==> src/sv/stls_pkg.sv <==
// Package with shared constants, types and helpers of the sorted table search block.
package stls_pkg;

    localparam int DEPTH      = 1024;
    localparam int DATA_WIDTH = 32;
    localparam int ADDR_W     = (DEPTH > 1) ? $clog2(DEPTH) : 1;
    localparam int CNT_W      = $clog2(DEPTH + 1);
    localparam int CFG_W      = 11;
    localparam int SLOT_W     = 10;
    localparam int VALUE_W    = 32;
    localparam int POS_W      = 10;

    localparam logic OP_WRITE  = 1'b0;
    localparam logic OP_SEARCH = 1'b1;

    typedef enum logic [1:0] {
        S_IDLE,
        S_ISSUE,
        S_PROBE,
        S_CHECK
    } t_state;

    typedef enum logic [1:0] {
        RD_MID_CUR,
        RD_MID_NEXT,
        RD_LO_CUR,
        RD_LO_NEXT
    } t_rd_sel;

    typedef struct packed {
        logic    load;
        logic    issue;
        logic    step;
        logic    out_load;
        t_rd_sel rd_sel;
    } t_cmd;

    typedef struct packed {
        logic range_open;
        logic next_open;
    } t_status;

    function automatic logic [CNT_W-1:0] mid_of(input logic [CNT_W-1:0] lo,
                                                input logic [CNT_W-1:0] hi);
        return lo + ((hi - lo) >> 1);
    endfunction

endpackage

==> src/sv/stls_ctrl.sv <==
// Controller state machine that sequences accepts, probes and result delivery.
module stls_ctrl (
    input  logic             i_clk,
    input  logic             i_rst_n,
    input  logic             i_in_valid,
    input  logic             i_op,
    output logic             o_in_stall,
    output logic             o_wr_en,
    output logic             o_out_valid,
    input  logic             i_out_stall,
    input  stls_pkg::t_status i_status,
    output stls_pkg::t_cmd   o_cmd
);

    stls_pkg::t_state r_state, n_state;
    logic             r_out_valid, n_out_valid;
    logic             accept;
    logic             out_free;

    always_ff @(posedge i_clk) begin
        if (!i_rst_n) begin
            r_state     <= stls_pkg::S_IDLE;
            r_out_valid <= 1'b0;
        end else begin
            r_state     <= n_state;
            r_out_valid <= n_out_valid;
        end
    end

    always_comb begin
        accept       = i_in_valid && (r_state == stls_pkg::S_IDLE);
        out_free     = !r_out_valid || !i_out_stall;
        n_state      = r_state;
        n_out_valid  = r_out_valid && i_out_stall;
        o_in_stall   = (r_state != stls_pkg::S_IDLE);
        o_wr_en      = accept && (i_op == stls_pkg::OP_WRITE);
        o_cmd        = '0;
        o_cmd.rd_sel = stls_pkg::RD_MID_CUR;
        unique case (r_state)
            stls_pkg::S_IDLE: begin
                if (accept && (i_op == stls_pkg::OP_SEARCH)) begin
                    o_cmd.load = 1'b1;
                    n_state    = stls_pkg::S_ISSUE;
                end
            end
            stls_pkg::S_ISSUE: begin
                o_cmd.issue = 1'b1;
                if (i_status.range_open) begin
                    o_cmd.rd_sel = stls_pkg::RD_MID_CUR;
                    n_state      = stls_pkg::S_PROBE;
                end else begin
                    o_cmd.rd_sel = stls_pkg::RD_LO_CUR;
                    n_state      = stls_pkg::S_CHECK;
                end
            end
            stls_pkg::S_PROBE: begin
                o_cmd.step = 1'b1;
                if (i_status.next_open) begin
                    o_cmd.rd_sel = stls_pkg::RD_MID_NEXT;
                end else begin
                    o_cmd.rd_sel = stls_pkg::RD_LO_NEXT;
                    n_state      = stls_pkg::S_CHECK;
                end
            end
            stls_pkg::S_CHECK: begin
                if (out_free) begin
                    o_cmd.out_load = 1'b1;
                    n_out_valid    = 1'b1;
                    n_state        = stls_pkg::S_IDLE;
                end
            end
            default: begin
                n_state = stls_pkg::S_IDLE;
            end
        endcase
    end

    assign o_out_valid = r_out_valid;

endmodule

==> config.mk <==
export PLATFORM = sky130hd
export DESIGN_NAME = stls_ctrl
export DESIGN_NICKNAME = d
export VERILOG_FILES = /design/src/sv/stls_pkg.sv /design/src/sv/stls_ctrl.sv
export SDC_FILE = /design/constraint.sdc
export NUM_CORES = 1
export LEC_CHECK = 0
export ABC_CLOCK_PERIOD_IN_PS = 1400
export BUFFER_PORTS_ARGS = -buffer_cell sky130_fd_sc_hd__clkbuf_2
export CAP_MARGIN = 40
export CORE_AREA = 4 4 41 43
export DETAILED_ROUTE_END_ITERATION = 16
export DIE_AREA = 0 0 45 47
export PLACE_DENSITY_LB_ADDON = 0.12
export SLEW_MARGIN = 20
export SYNTH_ARGS = -nofsm -noshare
export SYNTH_HDL_FRONTEND = slang
export SYNTH_SLANG_ARGS = --single-unit
==> constraint.sdc <==
create_clock -name i_clk -period 1.4 [get_ports i_clk]
set_input_delay 0.14 -clock i_clk [delete_from_list [all_inputs] [get_ports i_clk]]
set_output_delay 0.14 -clock i_clk [all_outputs]
set_load 0.01 [all_outputs]
==> run metrics <==
Worst Hold Class=in2reg; Req. time, crit path=~1300 ps; Final Wtd Congestion=0.756; Synth Register Bits=3; biggest area consumer among synthesized cells=ha_1; Row Count=13; largest net degree at the start of global routing=6; Peak VDD IR=0.000560 V; Startpoint Class=register; Die H=47 um; fill cell count=153; drt wl/cell=11.8 um; post-route antenna net violation count=0; DRT iter0 DRCs=2; grt ovf=0; die width=45 um; PortBufs=15; Clock Latency Late Sink=230 ps; Fmax achieved=707 MHz; synthesized area per cell=slightly below 9 um2; RSZ-0062 raised after global routing=true; worst hold slack=171 ps; clk sinks=3; Period minus WS final=1410 ps; antenna violations before repair=0; layout cells sized above 1=0.608; Post-route DRC=0; vias per inst=4.15; Final Hold Fails=0; Final Net Count=64; grt peak-use layer=met2; Syn Std Cell Area=255 um2; CTS H-tree depth=1; pwr/cell area=roughly 1800 nW/um2; commonest non-fill, non-tap cell in the layout=clkbuf_2; Worst Hold Depth=2; Ports=16; met2 Use GR=0.130; Vias=274; clock buffer depth=2; fin util=0.342; DP Worst Slack=-9.51 ps; LEAKAGE=0.219 nW; root buffer cell=clkbuf_4; Critical Path End Type=primary output; first-pass GRT wire length=1190 um; max-cap violations=0; first drt pass iteration count=4; Tcrit/Tclk final=1.01; post-synth top area share=0.245; worst endpoint data arrival time=1270 ps; top post-synthesis cells by area=ha_1 (25%), dfxtp_1 (24%), a21boi_0 (5.9%); Cell variety after synth=16; CTS tree=yes; most frequent cells in the layout=clkbuf_2 (13), nand2_1 (4), clkbuf_4 (3), buf_4 (3); DPL Wire Length=540 um; failing checks=negative setup slack; CTS Hold Bufs=0; die area=2120 um2; Antenna diodes=0; Seq/Total Area, Yosys=0.235; Synth Warn #=0; final setup fails=1; skew final=1.55 ps; TritonCTS Buffers=3; Rel. slew slack=0.901; fin worst setup slack=-13.8 ps; GR Util All Layers=0.0829; met3 track demand over resource=0.0498; post-synthesis cell count=29; Final Max Slew Viols=0; net count after synthesis=between 40 and 50; Initial Utilization=0.196; Worst Tran Pin Value=148 ps; R2R cell count=5; met1 Usage GRT=0.0909; Critical Setup Path Class=reg2out; CP max FO=2; vias in the first global route=259; status=complete, but fails checks; core area=1300 um2; Area Overhead vs Synth=74.5%; Worst-path clk slew=about 40 ps; Routed WL=781 um
==> where the power goes <==
part	internal, mW	leakage, nW	total [mW]	switching [mW]
Combinational	0.256	0.178	0.502	0.246
Clock	0.107	0.0150	0.149	0.0426
Sequential	0.125	0.0259	0.163	0.0387
==> cells in the mapped netlist <==
cell type / instances
ha_1: 5
nand2_1: 4
dfxtp_1: 3
inv_1: 3
a21boi_0: 2
or2b_1: 2
a21oi_1: 1
a21oi_2: 1
a32o_2: 1
and3_1: 1
mux2i_1: 1
nand2b_1: 1
nor2_1: 1
nor2b_1: 1
o211ai_1: 1
o221a_1: 1
==> routing by layer <==
metal | routed length (um) | part of all wire | vias up
met5 | 0 | 0 | -
met4 | 6 | 0.0077 | 0
met3 | 66 | 0.085 | 2
met2 | 377 | 0.48 | 11
met1 | 331 | 0.42 | 118
li1 | - | - | 143
==> logic make-up (layout without fill, tap and decap cells) <==
kind of cell / Yosys count / after routing / synth area share
simple gates: 10 / 10 / 0.206
compound gates: 7 / 7 / 0.230
fa+ha+maj: 5 / 5 / 0.245
flops: 3 / 3 / 0.235
buf+inv: 3 / 25 / 0.0441
mux: 1 / 1 / 0.0392
==> per-stage QoR <==
| step | setup TNS [ps] | total power, mW | area (um2) | std cells |
|---|---|---|---|---|
| final | -13.8 | 0.814 | 445 | 66 |
| after global routing | -116 | 0.896 | 445 | 66 |
| after floorplan | 0 | 0.383 | 255 | 29 |
| after detailed placement | -9.51 | 0.503 | 349 | 59 |
| after global placement | 0 | 0.503 | 349 | 59 |
| after CTS | -42.8 | 0.735 | 413 | 65 |
==> what timing repair did <==
action	4_1_cts	5_1_grt
gates cloned	0	0
buffers inserted	2	1
gates resized for setup	9	8
pin swaps	3	3
endpoints found under the hold margin	0	0
endpoints found under the setup margin	3	6
==> path summary, 6_finish.rpt <==
check,from,to,slack [ps]
worst min register to register,o_out_valid,o_out_valid,570
worst max-delay path,r_state[1],o_cmd[1],-10
worst min-delay path,i_rst_n,r_state[0],170
worst max register to register,r_state[1],r_state[1],50
==> state kept, by name, indices dropped and copies added, names as in the netlist <==
signal       flops
o_out_valid      1
r_state          2
==> worst max-delay path: stages (launching register included) <==
cell,delay [ps]
dfxtp_4,350
inv_4,70
ha_4,130
or2b_1,240
a21boi_1,120
buf_2,140
==> cell type report <==
type | count | area (um2) | area share
tap | 15 | 18.8 | 0.0421
sequential | 3 | 67.6 | 0.152
clock buffer | 4 | 26.3 | 0.0590
inverter | 3 | 13.8 | 0.0309
multi-input combinational | 23 | 221 | 0.497
timing repair buffer | 18 | 97.6 | 0.219
No activity file was read; power rests on OpenSTA's default activity.
